**src/rtl/ks2_pkg.sv**
```systemverilog
// shared constants and types for the two-sample ks statistic block
package ks2_pkg;

   localparam int MAX_SAMPLES = 1024;
   localparam int VALUE_W = 32;
   localparam int ADDR_W = $clog2(MAX_SAMPLES);
   localparam int CNT_W = $clog2(MAX_SAMPLES + 1);
   localparam int PROD_W = 2 * CNT_W;
   localparam int FRAC_W = 16;
   localparam int Q_W = FRAC_W + 1;
   localparam int NUM_W = 21;
   localparam int DEN_W = 21;
   localparam int RSP_FIELDS_W = NUM_W + DEN_W + Q_W;
   localparam int RSP_DATA_W = ((RSP_FIELDS_W + 7) / 8) * 8;
   localparam int RSP_PAD_W = RSP_DATA_W - RSP_FIELDS_W;
   localparam int QUEUE_DEPTH = 4;
   localparam int QPTR_W = $clog2(QUEUE_DEPTH);

   // flipping the sign bit gives an unsigned key with the same order
   localparam logic [VALUE_W-1:0] SIGN_FLIP = {1'b1, {(VALUE_W - 1) {1'b0}}};

   localparam logic SEL_A = 1'b0;
   localparam logic SEL_B = 1'b1;

   typedef struct packed {
      logic               is_b;
      logic               last;
      logic [VALUE_W-1:0] key;
   } cmd_type;

endpackage

```
**src/rtl/ks2_front.sv**
```systemverilog
// front end: accepts sample words and turns them into load commands
module ks2_front (
   input  logic                         clock,
   input  logic                         reset,
   input  logic                         req_tvalid,
   output logic                         req_tready,
   input  logic [ks2_pkg::VALUE_W-1:0]  req_tdata,   // value
   input  logic                         req_tuser,   // func
   input  logic                         req_tlast,   // last
   output ks2_pkg::cmd_type             push_cmd,
   output logic                         push_valid,
   input  logic                         push_ready
);

   logic             hold_valid_ff, hold_valid_in;
   ks2_pkg::cmd_type hold_ff, hold_in;
   logic             req_acc;

   assign req_tready = !hold_valid_ff || push_ready;
   assign req_acc = req_tvalid && req_tready;

   always_comb begin
      hold_valid_in = hold_valid_ff;
      hold_in = hold_ff;
      if (req_acc) begin
         hold_valid_in = 1'b1;
         hold_in.is_b = (req_tuser == ks2_pkg::SEL_B);
         hold_in.last = req_tlast;
         hold_in.key = req_tdata ^ ks2_pkg::SIGN_FLIP;
      end else if (push_ready) begin
         hold_valid_in = 1'b0;
      end
   end

   always_ff @(posedge clock) begin
      if (reset) begin
         hold_valid_ff <= 1'b0;
      end else begin
         hold_valid_ff <= hold_valid_in;
      end
      hold_ff <= hold_in;
   end

   assign push_cmd = hold_ff;
   assign push_valid = hold_valid_ff;

endmodule

```
**config.mk**
```make
export PLATFORM = sky130hd
export DESIGN_NAME = ks2_front
export DESIGN_NICKNAME = d
export VERILOG_FILES = /design/src/rtl/ks2_pkg.sv /design/src/rtl/ks2_front.sv
export SDC_FILE = /design/constraint.sdc
export NUM_CORES = 1
export LEC_CHECK = 0
export BUFFER_PORTS_ARGS = -buffer_cell sky130_fd_sc_hd__buf_4
export CAP_MARGIN = 40
export CORE_MARGIN = 5
export CORE_UTILIZATION = 42
export CTS_CLUSTER_DIAMETER = 100
export DETAILED_ROUTE_END_ITERATION = 7
export GPL_ROUTABILITY_DRIVEN = 0
export PLACE_DENSITY = 0.77
export SETUP_SLACK_MARGIN = 0.02
export SLEW_MARGIN = 5
export SYNTH_ARGS = -nofsm -noshare
export SYNTH_HDL_FRONTEND = slang
export SYNTH_SLANG_ARGS = --single-unit
```
**constraint.sdc**
```tcl
create_clock -name clock -period 2.3 [get_ports clock]
set_input_delay 0.69 -clock clock [delete_from_list [all_inputs] [get_ports clock]]
set_output_delay 0.69 -clock clock [all_outputs]
set_load 0.005 [all_outputs]
```
==> flow_metrics.py, run 1 <==
metrics = {
    "outcome": {
        "status": "finished clean",
    },
    "sta": {
        "hold_viol": 0,
        "setup_tns_ns": 0,
        "relSlewSlack_pct": 71.72,
        "period_share_pct": 76.65,
        "holdWs_ns": 0.5081,
        "clock_skew_ns": 0.007309,
        "fin_ws_ns": 0.5371,
        "drv_slew": 0,
        "finalCriticalPeriod_ns": 1.763,
        "fmax_ghz": 0.5673,
        "worst_slew_pin_slew_ns": 0.4241,
        "rsz0062_at_grt": "false",
        "setup_viol": 0,
    },
    "setup_path": {
        "r2r_start": "push_valid$_SDFFE_PP0P_",
        "cp_top_family": "buffers and inverters",
        "r2r_end": "push_cmd[6]$_DFFE_PP_",
        "reg2regPathDepth": 2,
        "crit_required_ns": 1.61,
        "crit_path_end_kind": "output port",
        "crit_type": "in2out",
        "cp_common_cell": "buf_4",
        "ff2ff_setup_slack_ns": 1.09,
        "path_buf_inv": 2,
        "crit_chain": "buf_4, nand2b_4, buf_4",
        "cp-startpoint": "push_ready",
        "cpMaxStageDelayCell": "nand2b_4",
        "cp-start-kind": "input pin",
        "slowest_delay_ns": 0.14,
        "worstPathMaxFanout": 3,
        "arrival_ns": 1.07,
    },
    "logic_synthesis": {
        "synth.distinct_cells": 6,
        "syn_nets": 78,
        "synth-compound-area-share_pct": 0.8111,
        "syn_area_per_cell_um2": 26.99,
        "synth_xor_xnor_area_share_pct": 0,
        "synth_cells": 40,
        "yosysWarningCount": 0,
        "ys_seq_elements": 35,
        "synthSimpleGateAreaFrac_pct": 2.086,
        "synthAdderAreaFrac_pct": 0,
        "synthMuxAreaShare_pct": 0,
        "synth_area_mm2": 0.001080,
        "ys_seq_area_share_pct": 96.41,
        "synth_top_family_by_area": "simple AND/OR/NAND/NOR gates",
    },
    "floorplan": {
        "ios": 74,
        "die_area_mm2": 0.003685,
        "die_x_um": 60.71,
        "rows": 18,
        "initial_utilization_pct": 43.59,
        "core_mm2": 0.002477,
        "die_height_um": 60.71,
    },
    "cells_and_area": {
        "utilization_pct": 69.34,
        "n_antenna_cell": 0,
        "area_growth_pct": 59.10,
        "nNetsFinal": 158,
        "stdcell_count": 151,
        "drive_gt1_share_pct": 69.42,
        "n_fill_cell": 176,
    },
    "cts": {
        "root_buffer": "clkbuf_4",
        "cts_inserted_buffers": 5,
        "post_cts_buffers": 0,
        "cts_hold_buf": 0,
        "clk_path_buf_depth": 2,
        "ctsResizeCount": 0,
        "cts_sinks": 35,
        "htree_num_levels": 2,
        "worstSkewPairLatency_ns": 0.32,
        "clk_pin_slew_ns": 0.10,
        "cts_tree": "done",
    },
    "grt": {
        "grt_max_degree": 35,
        "grt_overflow_total": 0,
        "antenna_found_initial": 0,
        "grt_pass1_wl_mm": 3.056,
        "grt_pass1_vias": 674,
        "grt_util_all_layers_pct": 12.10,
    },
    "placed_design": {
        "dp_hpwl_mm": 1.804,
        "dp.cells": 143,
        "dpl_worst_slack_ns": 0.5358,
        "io_buffers": 73,
    },
    "pwr": {
        "peakVddDrop_mv": 0.6102,
        "leakagePower_nw": 0.7469,
        "power_density_mw_per_mm2": 685.4,
    },
    "routing": {
        "num_vias": 659,
        "vias_per_cell": 4.364,
        "first_pass_iters": 4,
        "drc": 0,
        "first_iter_violations": 4,
        "ant_nets": 0,
        "wl_per_cell_um": 14.85,
        "wirelength_mm": 2.242,
    },
    "min_path": {
        "min_to": "push_valid$_SDFFE_PP0P_",
        "worstHoldPathCells": 2,
        "hp-start": "reset",
        "worst_hold_path_type": "in2reg",
    },
    "run": {
        "cap_violations": 0,
    },
}
==> per-layer routing <==
metal  global-route usage [%]  wire [µm]  vias up
met5                        0          0        -
met2                    20.15       1106       52
met4                    6.502         21        0
met3                    4.468        344        2
li1                         -          -      314
met1                    13.46        769      291
==> flip-flops by register name, indices dropped and copies added, names as in the netlist <==
register    count
push_valid      1
push_cmd       34
==> layout make-up <==
type / instances / area, µm² / share of cell area, %
flip-flops and latches: 35 / 1041 / 60.60
repair buffers: 73 / 548.0 / 31.90
clock buffers: 5 / 37.54 / 2.185
well taps: 30 / 37.54 / 2.185
multi-input cells: 3 / 31.28 / 1.821
clock inverters: 3 / 15.01 / 0.8740
inverters: 2 / 7.507 / 0.4370
==> worst max-delay path by stage <==
stage | endpoint | cells past startpoint | slack [ns]
finish | req_tready | 3 | 0.54
global route | req_tready | 3 | 0.52
CTS | req_tready | 3 | 0.53
detailed placement | req_tready | 3 | 0.54
global placement | req_tready | 3 | 0.55
floorplan | req_tready | 1 | 0.79
==> stage by stage <==
step	power (mW)	cell area, µm²
after floorplan	0.7886	1080
after global routing	1.226	1718
after detailed placement	0.8985	1665
after global placement	0.8919	1665
final	1.177	1718
after CTS	1.192	1718
==> layout by cell type, fill, tap and decap left out <==
master	count
buf_4	73
edfxtp_1	34
clkbuf_4	5
clkinv_2	3
inv_1	2
nand2b_4	1
and2_4	1
a21oi_2	1
dfxtp_1	1
==> Yosys cell counts, drive strengths merged <==
| library cell | number | area (µm²) |
|---|---|---|
| inv | 2 | 7.510 |
| a21oi | 1 | 8.760 |
| nand2b | 1 | 13.76 |
| and2 | 1 | 8.760 |
| edfxtp | 34 | 1021 |
| dfxtp | 1 | 20.02 |
==> logic make-up after synthesis <==
kind of cell	after synthesis
flops	35
simple gates	2
buf+inv	2
compound gates	1
==> where the power goes <==
part | total [mW] | switching (mW) | internal, mW
Combinational | 0.126 | 0.0432 | 0.0831
Sequential | 0.754 | 0.0107 | 0.743
Clock | 0.297 | 0.184 | 0.114
Power figures use the tool's default switching activity.
==> run 2: changes to the inputs <==
CORE_ASPECT_RATIO = 0.5   (was unset)
CORE_UTILIZATION = 39   (was 42)
PLACE_DENSITY = 0.72   (was 0.77)
clock period = 1.8 ns   (was 2.3 ns; I/O delays follow)
==> run 2 against run 1 <==
- final area rose by 2.8%
- clock skew is 0.00085 ns higher
- utilization down 1.9 points
- sequential cell count is the same
- final cell count increased by 4.6%
- clock power rose by 93%
- setup slack worse by 0.19 ns
- total power increased by 44%
- clock-buffer cell count up 2
- hold slack worse by 0.10 ns
- die area up 8.1%
- combinational power rose by 28%
- largest cell class unchanged
==> flow_metrics.py, run 2 (same netlist as run 1, synthesis figures left out) <==
metrics = {
    "cts": {
        "clk_pin_slew_ns": 0.06,
        "ctsResizeCount": 0,
        "root_buffer": "clkbuf_8",
        "worstSkewPairLatency_ns": 0.29,
        "cts_inserted_buffers": 5,
        "cts_tree": "done",
        "cts_sinks": 35,
        "cts_hold_buf": 0,
        "htree_num_levels": 2,
        "post_cts_buffers": 0,
        "clk_path_buf_depth": 2,
    },
    "placed_design": {
        "dp.cells": 150,
        "io_buffers": 73,
    },
    "grt": {
        "antenna_found_initial": 0,
        "grt_util_all_layers_pct": 12.24,
        "grt_overflow_total": 0,
        "grt_pass1_wl_mm": 3.470,
        "grt_pass1_vias": 676,
        "grtUsageMet3_pct": 3.853,
        "use_met1_pct": 12.18,
        "grt_max_degree": 35,
        "grtUsageMet2_pct": 23.35,
        "busiest_layer": "met2",
    },
    "setup_path": {
        "arrival_ns": 0.91,
        "crit_required_ns": 1.26,
        "crit_path_end_kind": "output port",
        "crit_type": "in2out",
        "worstPathMaxFanout": 3,
        "cp-start-kind": "input pin",
    },
    "routing": {
        "first_iter_violations": 31,
        "wl_per_cell_um": 15.30,
        "drc": 0,
        "wirelength_mm": 2.418,
        "num_vias": 662,
        "ant_nets": 0,
        "vias_per_cell": 4.190,
        "first_pass_iters": 4,
    },
    "cells_and_area": {
        "layout_commonest_cell": "buf_4",
        "multiInputGateArea_um2": 31.28,
        "largest_reg_flops": 34,
        "nNetsFinal": 158,
        "layout_common_cells": "buf_4 (73), edfxtp_1 (34), clkbuf_8 (6), inv_1 (2)",
        "stdcell_count": 158,
        "drive_gt1_share_pct": 68.60,
        "seqCellArea_mm2": 0.001041,
        "n_fill_cell": 185,
        "area_growth_pct": 63.50,
        "n_antenna_cell": 0,
    },
    "floorplan": {
        "rows": 13,
        "die_height_um": 47.21,
        "ios": 74,
        "initial_utilization_pct": 41.23,
        "die_area_mm2": 0.003985,
        "die_x_um": 84.42,
        "core_mm2": 0.002619,
    },
    "sta": {
        "drv_slew": 0,
        "rsz0062_at_grt": "false",
        "clock_skew_ns": 0.008161,
        "setup_tns_ns": 0,
        "hold_viol": 0,
        "fmax_ghz": 0.6875,
        "finalCriticalPeriod_ns": 1.455,
        "period_share_pct": 80.81,
        "worst_slew_pin_slew_ns": 0.4369,
        "relSlewSlack_pct": 70.88,
        "setup_viol": 0,
    },
    "pwr": {
        "p_comb_share_pct": 9.5,
        "intPower_mw": 1.365,
        "pwr-share-seq_pct": 56.7,
        "p_sw_share_pct": 19.58,
        "pwr-share-clk_pct": 33.8,
        "leakagePower_nw": 0.7604,
        "power_density_mw_per_mm2": 961.4,
        "peakVddDrop_mv": 0.5530,
        "p_sw_uw": 332.4,
    },
    "min_path": {
        "worst_hold_path_type": "in2reg",
    },
    "run": {
        "cap_violations": 0,
    },
    "outcome": {
        "status": "finished clean",
    },
}
[run 2: routing by layer]
metal | vias to the layer above | share of wire [%]
met3 | 7 | 3.4
met1 | 330 | 34
li1 | 312 | -
met2 | 13 | 61
met4 | 0 | 2.2
met5 | - | 0
[run 2: area by class of cell]
| class | count | share of cell area, % |
|---|---|---|
| Clock buffer | 7 | 4.890 |
| Clock inverter | 1 | 0.2835 |
| Inverter | 2 | 0.4252 |
| Multi-Input combinational cell | 3 | 1.772 |
| Sequential cell | 35 | 58.97 |
| Tap cell | 37 | 2.622 |
| Timing Repair Buffer | 73 | 31.04 |
[run 2: critical path, stage by stage]
cell,delay (ns)
buf_4,0.10
nand2b_4,0.14
buf_4,0.13
[run 2: power groups by stage]
stage               Sequential (mW)  Clock (mW)  Combinational (mW)
floorplan                     0.987           0              0.0204
global placement              0.980           0               0.162
detailed placement            0.981           0               0.164
CTS                           0.964       0.589               0.165
global route                  0.967       0.619               0.174
finish                        0.963       0.573               0.161
[run 2: final timing paths]
kind | depth (start not counted) | slack [ns] | start | end
worst min register to register | 2 | 0.50 | push_valid$_SDFFE_PP0P_ | push_valid$_SDFFE_PP0P_
worst min-delay path | 2 | 0.40 | reset | push_valid$_SDFFE_PP0P_
worst max-delay path | 3 | 0.35 | push_ready | req_tready
worst max register to register | 2 | 0.60 | push_valid$_SDFFE_PP0P_ | push_cmd[25]$_DFFE_PP_
[run 2: metrics by stage]
stage | setup slack, ns | utilization (%) | area, µm² | hold slack [ns] | total power, mW
6_report | 0.3454 | 67.42 | 1765 | 0.4038 | 1.697
5_1_grt | 0.3353 | 67.42 | 1765 | 0.3967 | 1.760
4_1_cts | 0.3414 | 67.42 | 1765 | 0.3913 | 1.718
3_5_place_dp | 0.2539 | 63.93 | 1674 | 0.4958 | 1.146
3_3_place_gp | 0.2757 | 63.93 | 1674 | 0.4884 | 1.142
2_1_floorplan | 0.4457 | - | 1080 | 0.4999 | 1.008
