==> src/rtl/ks2_pkg.sv <==
// shared constants and types for the two-sample ks statistic block
package ks2_pkg;

   localparam int MAX_SAMPLES = 1024;
   localparam int VALUE_W = 32;
   localparam int ADDR_W = $clog2(MAX_SAMPLES);
   localparam int CNT_W = $clog2(MAX_SAMPLES + 1);
   localparam int PROD_W = 2 * CNT_W;
   localparam int FRAC_W = 16;
   localparam int Q_W = FRAC_W + 1;
   localparam int NUM_W = 21;
   localparam int DEN_W = 21;
   localparam int RSP_FIELDS_W = NUM_W + DEN_W + Q_W;
   localparam int RSP_DATA_W = ((RSP_FIELDS_W + 7) / 8) * 8;
   localparam int RSP_PAD_W = RSP_DATA_W - RSP_FIELDS_W;
   localparam int QUEUE_DEPTH = 4;
   localparam int QPTR_W = $clog2(QUEUE_DEPTH);

   // flipping the sign bit gives an unsigned key with the same order
   localparam logic [VALUE_W-1:0] SIGN_FLIP = {1'b1, {(VALUE_W - 1) {1'b0}}};

   localparam logic SEL_A = 1'b0;
   localparam logic SEL_B = 1'b1;

   typedef struct packed {
      logic               is_b;
      logic               last;
      logic [VALUE_W-1:0] key;
   } cmd_type;

endpackage

==> src/rtl/ks2_queue.sv <==
// short command queue between the front end and the merge engine
module ks2_queue (
   input  logic             clock,
   input  logic             reset,
   input  ks2_pkg::cmd_type push_cmd,
   input  logic             push_valid,
   output logic             push_ready,
   output ks2_pkg::cmd_type pop_cmd,
   output logic             pop_valid,
   input  logic             pop_ready
);

   ks2_pkg::cmd_type               slots [ks2_pkg::QUEUE_DEPTH];
   logic [ks2_pkg::QPTR_W-1:0]     wr_ptr_ff, wr_ptr_in;
   logic [ks2_pkg::QPTR_W-1:0]     rd_ptr_ff, rd_ptr_in;
   logic [ks2_pkg::QPTR_W:0]       count_ff, count_in;
   logic                           do_push, do_pop;

   assign push_ready = (count_ff != (ks2_pkg::QPTR_W + 1)'(ks2_pkg::QUEUE_DEPTH));
   assign pop_valid = (count_ff != '0);
   assign pop_cmd = slots[rd_ptr_ff];
   assign do_push = push_valid && push_ready;
   assign do_pop = pop_valid && pop_ready;

   always_comb begin
      wr_ptr_in = do_push ? wr_ptr_ff + 1'b1 : wr_ptr_ff;
      rd_ptr_in = do_pop ? rd_ptr_ff + 1'b1 : rd_ptr_ff;
      count_in = count_ff;
      if (do_push && !do_pop) begin
         count_in = count_ff + 1'b1;
      end else if (do_pop && !do_push) begin
         count_in = count_ff - 1'b1;
      end
   end

   always_ff @(posedge clock) begin
      if (reset) begin
         wr_ptr_ff <= '0;
         rd_ptr_ff <= '0;
         count_ff <= '0;
      end else begin
         wr_ptr_ff <= wr_ptr_in;
         rd_ptr_ff <= rd_ptr_in;
         count_ff <= count_in;
      end
   end

   always_ff @(posedge clock) begin
      if (do_push) begin
         slots[wr_ptr_ff] <= push_cmd;
      end
   end

endmodule

==> config.mk <==
export PLATFORM = sky130hd
export DESIGN_NAME = ks2_queue
export DESIGN_NICKNAME = d
export VERILOG_FILES = /design/src/rtl/ks2_pkg.sv /design/src/rtl/ks2_queue.sv
export SDC_FILE = /design/constraint.sdc
export NUM_CORES = 1
export LEC_CHECK = 0
export ABC_AREA = 1
export BUFFER_PORTS_ARGS = -buffer_cell sky130_fd_sc_hd__clkbuf_2
export CAP_MARGIN = 5
export CORE_MARGIN = 4
export CORE_UTILIZATION = 40
export CTS_CLUSTER_SIZE = 14
export DETAILED_ROUTE_END_ITERATION = 10
export HOLD_SLACK_MARGIN = 0.05
export PLACE_DENSITY = 0.57
export SYNTH_ARGS = -nofsm -noshare
export SYNTH_HDL_FRONTEND = slang
export SYNTH_SLANG_ARGS = --single-unit
export TNS_END_PERCENT = 100
==> constraint.sdc <==
create_clock -name clock -period 7.5 [get_ports clock]
set_clock_uncertainty 0.15 [all_clocks]
set_input_delay 0.75 -clock clock [delete_from_list [all_inputs] [get_ports clock]]
set_output_delay 0.75 -clock clock [all_outputs]
set_load 0.01 [all_outputs]
==> impl_metrics.tcl, run 1 <==
set metrics [dict create \
    status "complete, no violations" \
    seqPwrFrac_pct 39.9 \
    post_cts_resized 0 \
    slowest_delay_ps 550 \
    clockBufferDepth 2 \
    comb_power_share_pct 22.5 \
    globalRouteMet1Util_pct 17.1 \
    hold_viol 0 \
    slew_viol_final 0 \
    first_iter_violations 257 \
    clk_pin_slew_ps 60 \
    drtAntennaViolNets 0 \
    cp-end-kind "primary output" \
    max_freq_mhz 316 \
    grt_pass1_wl_um 17800 \
    pwr-share-clk_pct 37.6 \
    drt-pass1-iter-count 4 \
    power.density_nw_per_um2 367 \
    path_buf_inv 3 \
    htreeDepth 4 \
    post-route-cell-area_um2 6900 \
    num_antenna_cells 0 \
    syn-cell-area_um2 5730 \
    core_um2 13900 \
    synth_ff_type "edfxtp_1" \
    fp.dieW_um 128 \
    portBuffers 73 \
    start_kind "flip-flop" \
    synth_area_leaders "edfxtp_1 71%, o21ai_0 5.6%, o22ai_2 4.4%" \
    layout.nets 518 \
    wirelength_um 11200 \
    slew_headroom_pct 52.8 \
    crit_chain "buf_4 -> inv_6 -> o21ai_0 -> o22ai_2 -> clkbuf_2" \
    grt_use_total_pct 14.6 \
    cts.sinks 145 \
    cts_buffers 17 \
    yosysTopAreaCell "edfxtp_1" \
    use_met2_pct 24.5 \
    slowest_stage "buf_4" \
    grt_max_degree 70 \
    crit_type "flip-flop to primary output" \
    synth_common_cells "136 x edfxtp_1, 64 x o21ai_0, 62 x nor2_1" \
    vias_per_cell 5.00 \
    antenna_found_initial 1 \
    initial_core_util_pct 41.1 \
    cts_hold_buf 0 \
    pre_cts_ws_ps 4750 \
    min_period_ps 3170 \
    tritoncts "yes" \
    cts-root-buf "clkbuf_16" \
    rrSetupSlack_ps 5320 \
    postSynthAreaPerCell_um2 14.4 \
    clk_latency_ps 420 \
    power_uw 2530 \
    vias 3337 \
    dpl_cell_area_um2 6230 \
    critPathTopFamily "buffers and inverters" \
    drc 0 \
    synth_warnings 0 \
    worst-slew-pin-transition_ps 708 \
    power.internal_uw 1830 \
    synth_cell_types 24 \
    worst_ep_arrival_time_ps 2270 \
    netlist_instances 397 \
    synth_top_cell_area_share_pct 71.3 \
    grt_pass1_vias 3372 \
    yosys_register_bits 145 \
    crit_path_max_fanout 69 \
    swShare_pct 27.8 \
    final_layout_size_suffix_gt1_share_pct 31.6 \
    die_h_um 128 \
    num_rows 43 \
    fin_ws_ps 4330 \
    final-setup-viol-count 0 \
    synthMostInstantiatedCell "edfxtp_1" \
    areaGrowthSynthToFinish_pct 20.4 \
    place_hpwl_um 6360 \
    worst_ep_required_time_ps 6600 \
    setup_tns_ps 0 \
    syn-num-nets 441 \
    synth-edff-count 136 \
    postCtsSetupBuffers 0 \
    place.gp.congestion 0.686 \
    async_flop_share_pct 0 \
    pin_count 74 \
    grt-ovfl-total 0 \
    wl_per_cell_um 16.8 \
    busiest_layer "met2" \
    hp-class "flip-flop to flip-flop" \
    p_leak_uw 0.00247 \
    rsz0062_at_grt "no" \
    drv_cap 0 \
    irDropWorstVdd_mv 0.156 \
    finalCritPeriodShare_pct 42.2 \
    whs_ps 350 \
    fillCellCount 1197 \
    seq_area_frac_synth_pct 74.4 \
    use_met3_pct 4.79 \
    p_switching_uw 705 \
    die_area_um2 16300 \
]
path summary, 6_finish.rpt:
check / start / endpoint / depth (start not counted)
setup / recovery: flip-flop / pop_cmd[2] / 5
setup reg to reg: count_ff[0] / count_ff[1] / 9
hold / removal: rd_ptr_ff[1] / flip-flop / 2
hold reg to reg: rd_ptr_ff[1] / flip-flop / 2
power by group through the flow:
| stage | Sequential [uW] | Clock [uW] | Combinational (uW) |
|---|---|---|---|
| 6_report | 1010 | 954 | 569 |
| 3_5_place_dp | 1030 | 0 | 585 |
| 5_1_grt | 1020 | 1010 | 641 |
| 4_1_cts | 1010 | 971 | 587 |
| 3_3_place_gp | 1030 | 0 | 572 |
| 2_1_floorplan | 1030 | 0 | 404 |
per-layer routing:
layer / part of all wire, % / vias to the layer above / wire, um
met3: 6.3 / 15 / 707
met5: 0.12 / - / 13
li1: - / 1617 / -
met2: 50 / 75 / 5630
met4: 1.4 / 2 / 156
met1: 42 / 1628 / 4690
flip-flops by register name, indices dropped and copies added, names as in the netlist, named ones only:
name / cells
count_ff: 3
rd_ptr_ff: 2
slots: 136
wr_ptr_ff: 2
final cells by class:
cell class	instances	area (um^2)	area share (%)
clock buffer	19	433	6.27
clock inverter	13	239	3.46
multi-input combinational	215	1260	18.3
sequential	145	4270	61.8
timing repair buffer	79	410	5.95
tap	180	225	3.26
inverter	16	65.1	0.943
placed cells by master, fill, tap and decap left out, types with 2 or more instances in the layout:
cell / count
edfxtp_1: 136
clkbuf_2: 73
o21ai_0: 64
nor2_1: 58
nor2_2: 20
o22ai_2: 20
clkbuf_16: 17
nand2_1: 14
inv_1: 14
o22ai_1: 14
dfxtp_1: 8
bufinv_16: 7
buf_4: 6
o21ai_1: 5
ha_1: 5
nor2_4: 4
nand3_1: 4
a21oi_1: 3
clkinv_1: 3
clkinv_2: 2
clkbuf_1: 2
through the flow:
step	instances	util (%)
2_1_floorplan	397	-
3_3_place_gp	635	44.7
3_5_place_dp	635	44.7
4_1_cts	667	49.5
5_1_grt	667	49.5
6_report	667	49.5
worst register-to-register path, delay by kind of cell, from the launching register on:
| family | cells | cell delay, ps |
|---|---|---|
| fa+ha+maj | 2 | 650 |
| simple gates | 4 | 560 |
| buf+inv | 2 | 210 |
| flops | 1 | 340 |
| compound gates | 1 | 160 |
cell families (layout without fill, tap and decap cells):
| kind of cell | after synthesis | in the layout | synth area share (%) |
|---|---|---|---|
| and+or+nand+nor | 102 | 102 | 7.75 |
| buffers and inverters | 37 | 127 | 4.06 |
| adders and majority gates | 6 | 6 | 1.44 |
| DFF | 145 | 145 | 74.4 |
| xor gates and xnor gates | 1 | 1 | 0.153 |
| AOI/OAI and AO/OA | 106 | 106 | 12.2 |
Power figures use the tool's default switching activity.
==> run 2, diff against run 1 <==
==> constraint.sdc (replaced) <==
create_clock -name clock -period 3.25 [get_ports clock]
set_clock_uncertainty 0.15 [all_clocks]
set_input_delay 0.325 -clock clock [delete_from_list [all_inputs] [get_ports clock]]
set_output_delay 0.325 -clock clock [all_outputs]
set_load 0.01 [all_outputs]
==> run 2 against run 1 <==
Routed wire length increased by 0.57%. Critical path depth decreased by 1. Register-to-register slack got worse by 4200 ps. Largest power group unchanged. Hold slack got worse by 270 ps. Critical path type unchanged. Cell area increased by 3.5%. Total power increased by 120%. Utilization increased by 1.7 points. Sequential cell count unchanged. Cell count increased by 5.5%. Non-clock buffer count increased by 37. Via count increased by 3.3%. Global-route usage about the same.
==> impl_metrics.tcl, run 2 (synthesis results as in run 1) <==
set metrics [dict create \
    grt_max_degree 69 \
    layout.nets 555 \
    die_h_um 128 \
    worst_ep_required_time_ps 2770 \
    grt-ovfl-total 0 \
    setup_tns_ps 0 \
    first_iter_violations 200 \
    worst_ep_arrival_time_ps 2040 \
    rrSetupSlack_ps 1090 \
    cts.sinks 145 \
    wl_per_cell_um 16.0 \
    clk_pin_slew_ps 60 \
    antenna_found_initial 0 \
    die_area_um2 16300 \
    final_common_cell "edfxtp_1" \
    clockBufferDepth 2 \
    wl_met2_um 5460 \
    pre_cts_ws_ps 1090 \
    drt-pass1-iter-count 4 \
    postCtsSetupBuffers 0 \
    p_leak_uw 0.00257 \
    drc 0 \
    routed-wl-met3_um 496 \
    seqCellArea_um2 4270 \
    vias_per_cell 4.90 \
    start_kind "flip-flop" \
    power.density_nw_per_um2 764 \
    cp-end-kind "primary output" \
    irDropWorstVdd_mv 0.365 \
    multi_input_area_um2 1260 \
    crit_path_max_fanout 68 \
    vias 3447 \
    crit_type "flip-flop to primary output" \
    fillCellCount 1216 \
    initial_core_util_pct 41.1 \
    place.gp.congestion 0.761 \
    cp-endpoint "pop_cmd[6]" \
    cts-root-buf "clkbuf_16" \
    slowest_stage "dfxtp_2" \
    rsz0062_at_grt "no" \
    slew_viol_final 0 \
    slowest_delay_ps 710 \
    grt_pass1_vias 3431 \
    min_period_ps 2510 \
    worst-slew-pin-transition_ps 607 \
    tritoncts "yes" \
    grt_pass1_wl_um 18100 \
    drv_cap 0 \
    top_layer "met4" \
    m1WireLength_um 5170 \
    htreeDepth 4 \
    dpl.cell_count 637 \
    fin_ws_ps 738 \
    slew_headroom_pct 59.5 \
    fp.dieW_um 128 \
    status "complete, no violations" \
    place_hpwl_um 6760 \
    final_layout_size_suffix_gt1_share_pct 28.6 \
    final-setup-viol-count 0 \
    largest_register "slots" \
    clk_latency_ps 410 \
    final_cells 704 \
    areaGrowthSynthToFinish_pct 24.7 \
    pin_count 74 \
    wirelength_um 11300 \
    largest_reg_flops 136 \
    hp-class "input pin to flip-flop" \
    num_rows 43 \
    core_um2 13900 \
    hold_viol 0 \
    portBuffers 73 \
    final_cell_mix "136 x edfxtp_1, 73 x clkbuf_2, 64 x o21ai_0, 58 x nor2_1, 35 x dlygate4sd3_1" \
    grt_use_total_pct 14.6 \
    num_antenna_cells 0 \
    crit_chain "inv_6 -> o21ai_0 -> o22ai_2 -> clkbuf_2" \
    finalCritPeriodShare_pct 77.3 \
    drtAntennaViolNets 0 \
    reg2reg_depth 9 \
    reg_top3 "slots: 136 flops, count_ff: 3 flops" \
    r2r-start "count_ff[1]" \
    r2r_end "count_ff[1]" \
    whs_ps 75.0 \
    max_freq_mhz 398 \
    cts_buffers 17 \
]
## run 2: cell count changes in the layout (fill, tap and decap cells not counted)
cell           before  now
buf_12              0    1
clkbuf_1            2    5
bufinv_16           7    2
clkinv_1            3    6
dlygate4sd3_1       0   35
clkinvlp_4          1    0
buf_4               6    7
## run 2: cell type report
type,instances,share of cell area [%]
clock buffers,22,6.22
inverters,16,0.911
flip-flops and latches,145,59.7
multi-input cells,215,17.7
repair buffers,116,11.0
well taps,180,3.15
clock inverters,10,1.30
## run 2: timing repair
action,CTS,global route
resized for setup,0,0
hold endpoints to repair,141,0
hold buffers,35,0
endpoints found under the setup margin,0,0
## run 2: where the power goes
group / internal (uW) / leakage, uW / switching [uW]
clock network: 1110 / 0.000261 / 653
logic: 484 / 0.000989 / 835
registers: 2280 / 0.00132 / 102
total: 3870 / 0.00257 / 1590
## run 2: worst min path at each step
stage	startpoint	to	slack [ps]	cells past startpoint
2_1_floorplan	reset	flip-flop	240	1
3_3_place_gp	rd_ptr_ff[0]	rd_ptr_ff[0]	340	2
3_5_place_dp	rd_ptr_ff[0]	rd_ptr_ff[0]	350	2
4_1_cts	pop_ready	rd_ptr_ff[0]	60	3
5_1_grt	push_valid	wr_ptr_ff[1]	70	4
6_report	pop_ready	rd_ptr_ff[0]	70	3
## run 2: per-layer routing
layer	vias to the layer above	global-route usage, %
met3	13	3.67
met1	1667	19.7
met5	-	0
met4	0	5.81
met2	78	22.7
li1	1689	-
## run 2: per-stage QoR
step / total power, uW / util (%) / cell area (um^2)
2_1_floorplan: 3300 / - / 5730
3_3_place_gp: 3710 / 44.9 / 6260
3_5_place_dp: 3740 / 44.9 / 6260
4_1_cts: 5540 / 51.3 / 7140
5_1_grt: 5790 / 51.3 / 7140
6_report: 5460 / 51.3 / 7140
## run 2: worst max-delay path, delay by kind of cell (launching register included)
kind,cells,cell delay [ps]
DFF,1,710
buffers and inverters,2,490
AOI/OAI and AO/OA,2,410
==> run 3, diff against run 2 <==
--- a/config.mk
+++ b/config.mk
@@ -13,7 +13,7 @@
 export CTS_CLUSTER_SIZE = 14
 export DETAILED_ROUTE_END_ITERATION = 10
 export HOLD_SLACK_MARGIN = 0.05
-export PLACE_DENSITY = 0.57
+export PLACE_DENSITY = 0.59
 export SYNTH_ARGS = -nofsm -noshare
 export SYNTH_HDL_FRONTEND = slang
 export SYNTH_SLANG_ARGS = --single-unit
==> constraint.sdc (replaced) <==
create_clock -name clock -period 2.05 [get_ports clock]
set_clock_uncertainty 0.15 [all_clocks]
set_input_delay 0.205 -clock clock [delete_from_list [all_inputs] [get_ports clock]]
set_output_delay 0.205 -clock clock [all_outputs]
set_load 0.01 [all_outputs]
==> run 3 against run 2 <==
Register-to-register slack worse by 990 ps. Die area unchanged. Total power rose by 76%. Combinational power up 80%. Worst setup slack worse by 640 ps. First-iteration DRC count is 1.0% lower. Non-clock buffer count rose by 14. Utilization up 2.7 points. Routed wire length increased by 2.5%. Sequential share of layout area decreased by 2.8 points. Highest routed layer unchanged.
==> impl_metrics.tcl, run 3 (synthesis results as in run 1) <==
set metrics [dict create \
    slew_viol_final 0 \
    die_h_um 128 \
    initial_core_util_pct 41.1 \
    slew_headroom_pct 77.1 \
    crit_path_max_fanout 4 \
    drt-pass1-iter-count 4 \
    rrSetupSlack_ps 100 \
    cp-end-kind "flip-flop" \
    tritoncts "yes" \
    clk_pin_slew_ps 60 \
    layout.nets 569 \
    r2r_end "count_ff[2]" \
    worst_ep_required_time_ps 2210 \
    core_um2 13900 \
    wl_per_cell_um 16.1 \
    drv_cap 0 \
    wirelength_um 11500 \
    utilization_pct 53.9 \
    vias 3556 \
    dpl_cell_area_um2 6390 \
    power.internal_uw 6940 \
    reg_top3 "slots: 136 flops, count_ff: 3 flops" \
    grt_pass1_vias 3678 \
    portBuffers 73 \
    grt_use_total_pct 14.9 \
    cts_buffers 17 \
    grt-ovfl-total 0 \
    hp-class "flip-flop to flip-flop" \
    crit_chain "nor2_2 -> nand2_2 -> nand2_2 -> ha_2 -> inv_1 -> fa_1 -> inv_1 -> nand2_1 -> nand3_1 -> nand2_1 -> nand2_1 -> nor2_1" \
    largest_register "slots" \
    fp.dieW_um 128 \
    slowest_stage "fa_1" \
    vias_per_cell 4.95 \
    cts.sinks 145 \
    seqPwrFrac_pct 38.9 \
    p_switching_uw 2660 \
    htreeDepth 4 \
    place.gp.congestion 0.800 \
    post-route-cell-area_um2 7510 \
    reg2reg_depth 12 \
    irDropWorstVdd_mv 0.484 \
    min_delay_path_depth 2 \
    final_cell_mix "136 x edfxtp_1, 73 x clkbuf_2, 58 x o21ai_0, 57 x nor2_1, 38 x dlygate4sd3_1" \
    crit_type "flip-flop to flip-flop" \
    worst_ep_arrival_time_ps 2110 \
    min_period_ps 1950 \
    pin_count 74 \
    finalCritPeriodShare_pct 95.0 \
    r2r-start "count_ff[1]" \
    start_kind "flip-flop" \
    grt_max_degree 35 \
    num_rows 43 \
    final_common_cell "edfxtp_1" \
    first_iter_violations 198 \
    final_cells 718 \
    grt_pass1_wl_um 18500 \
    die_area_um2 16300 \
    final_layout_size_suffix_gt1_share_pct 32.9 \
    hp-start "rd_ptr_ff[1]" \
    crit_path_frequent_cell "nand2_1" \
    max_freq_mhz 513 \
    areaGrowthSynthToFinish_pct 31.1 \
    swShare_pct 27.7 \
    place_hpwl_um 7030 \
    clockBufferDepth 2 \
    largest_reg_flops 136 \
    power.density_nw_per_um2 1280 \
    hold_viol 0 \
    pwr-share-clk_pct 36.4 \
    final-setup-viol-count 0 \
    p_leak_uw 0.00273 \
    antenna_found_initial 0 \
    slowest_delay_ps 380 \
    num_antenna_cells 0 \
    fillCellCount 1164 \
    critPathLaunch "count_ff[1]" \
    cts-root-buf "clkbuf_16" \
    status "complete, no violations" \
    dpl.cell_count 647 \
    comb_power_share_pct 24.7 \
    drtAntennaViolNets 0 \
    clk_latency_ps 410 \
    worst-slew-pin-transition_ps 343 \
    drc 0 \
]
## run 3: changes by cell type in the layout (fill, tap and decap cells not counted), sizes merged
cell / delta
buf: +11
bufinv: +5
clkbuf: -2
clkinv: -3
clkinvlp: +1
dlygate4sd3: +3
inv: -1
## run 3: final cells by class
type / instances / area, um^2 / share of cell area (%)
clock inverter: 12 / 236 / 3.15
clock buffer: 20 / 437 / 5.81
tap: 180 / 225 / 3.00
timing repair buffer: 130 / 996 / 13.3
sequential: 145 / 4270 / 56.9
inverter: 16 / 70.1 / 0.932
multi-input combinational: 215 / 1280 / 17.0
## run 3: worst max path at each step
stage	cells after the start	slack, ps	to
final	12	100	count_ff[2]
after CTS	13	10	count_ff[2]
after detailed placement	13	30	count_ff[2]
after global placement	13	130	count_ff[2]
after floorplan	4	-130	slots[0][0]
after global routing	12	-40	count_ff[2]
## run 3: power groups by stage
stage	Combinational [uW]	Clock, uW	Sequential (uW)
finish	2370	3500	3730
global route	2640	3690	3760
CTS	2370	3560	3710
detailed placement	2270	0	3770
global placement	2230	0	3760
floorplan	1490	0	3750
## run 3: worst max-delay path, delay by kind of cell, from the launching register on
family                     cells  cell delay [ps]
adders and majority gates      2              580
DFF                            1              340
buffers and inverters          2              130
and+or+nand+nor                8              660
## run 3: timing repair
action                                 4_1_cts  5_1_grt
hold buffers                                38        0
setup endpoints to repair                   12       14
endpoints found under the hold margin      145        0
setup buffers                                0        1
gates resized for setup                      5       22
## run 3: per-stage QoR
| step | worst slack (ps) | power (uW) | setup TNS [ps] | hold WS (ps) |
|---|---|---|---|---|
| after floorplan | -131 | 5230 | -17760 | 124 |
| after global placement | 130 | 5980 | 0 | 270 |
| after detailed placement | 26.0 | 6040 | 0 | 278 |
| after CTS | 14.8 | 9640 | 0 | 367 |
| after global routing | -36.8 | 10100 | -36.8 | 380 |
| final | 102 | 9610 | 0 | 361 |
## run 3: per-layer routing
layer  vias up  GRT usage (%)  routed length [um]
li1       1725              -                   -
met1      1740           18.4                5060
met2        79           24.8                5750
met3        12           4.50                 594
met4         0           5.37                 137
met5         -              0                   0
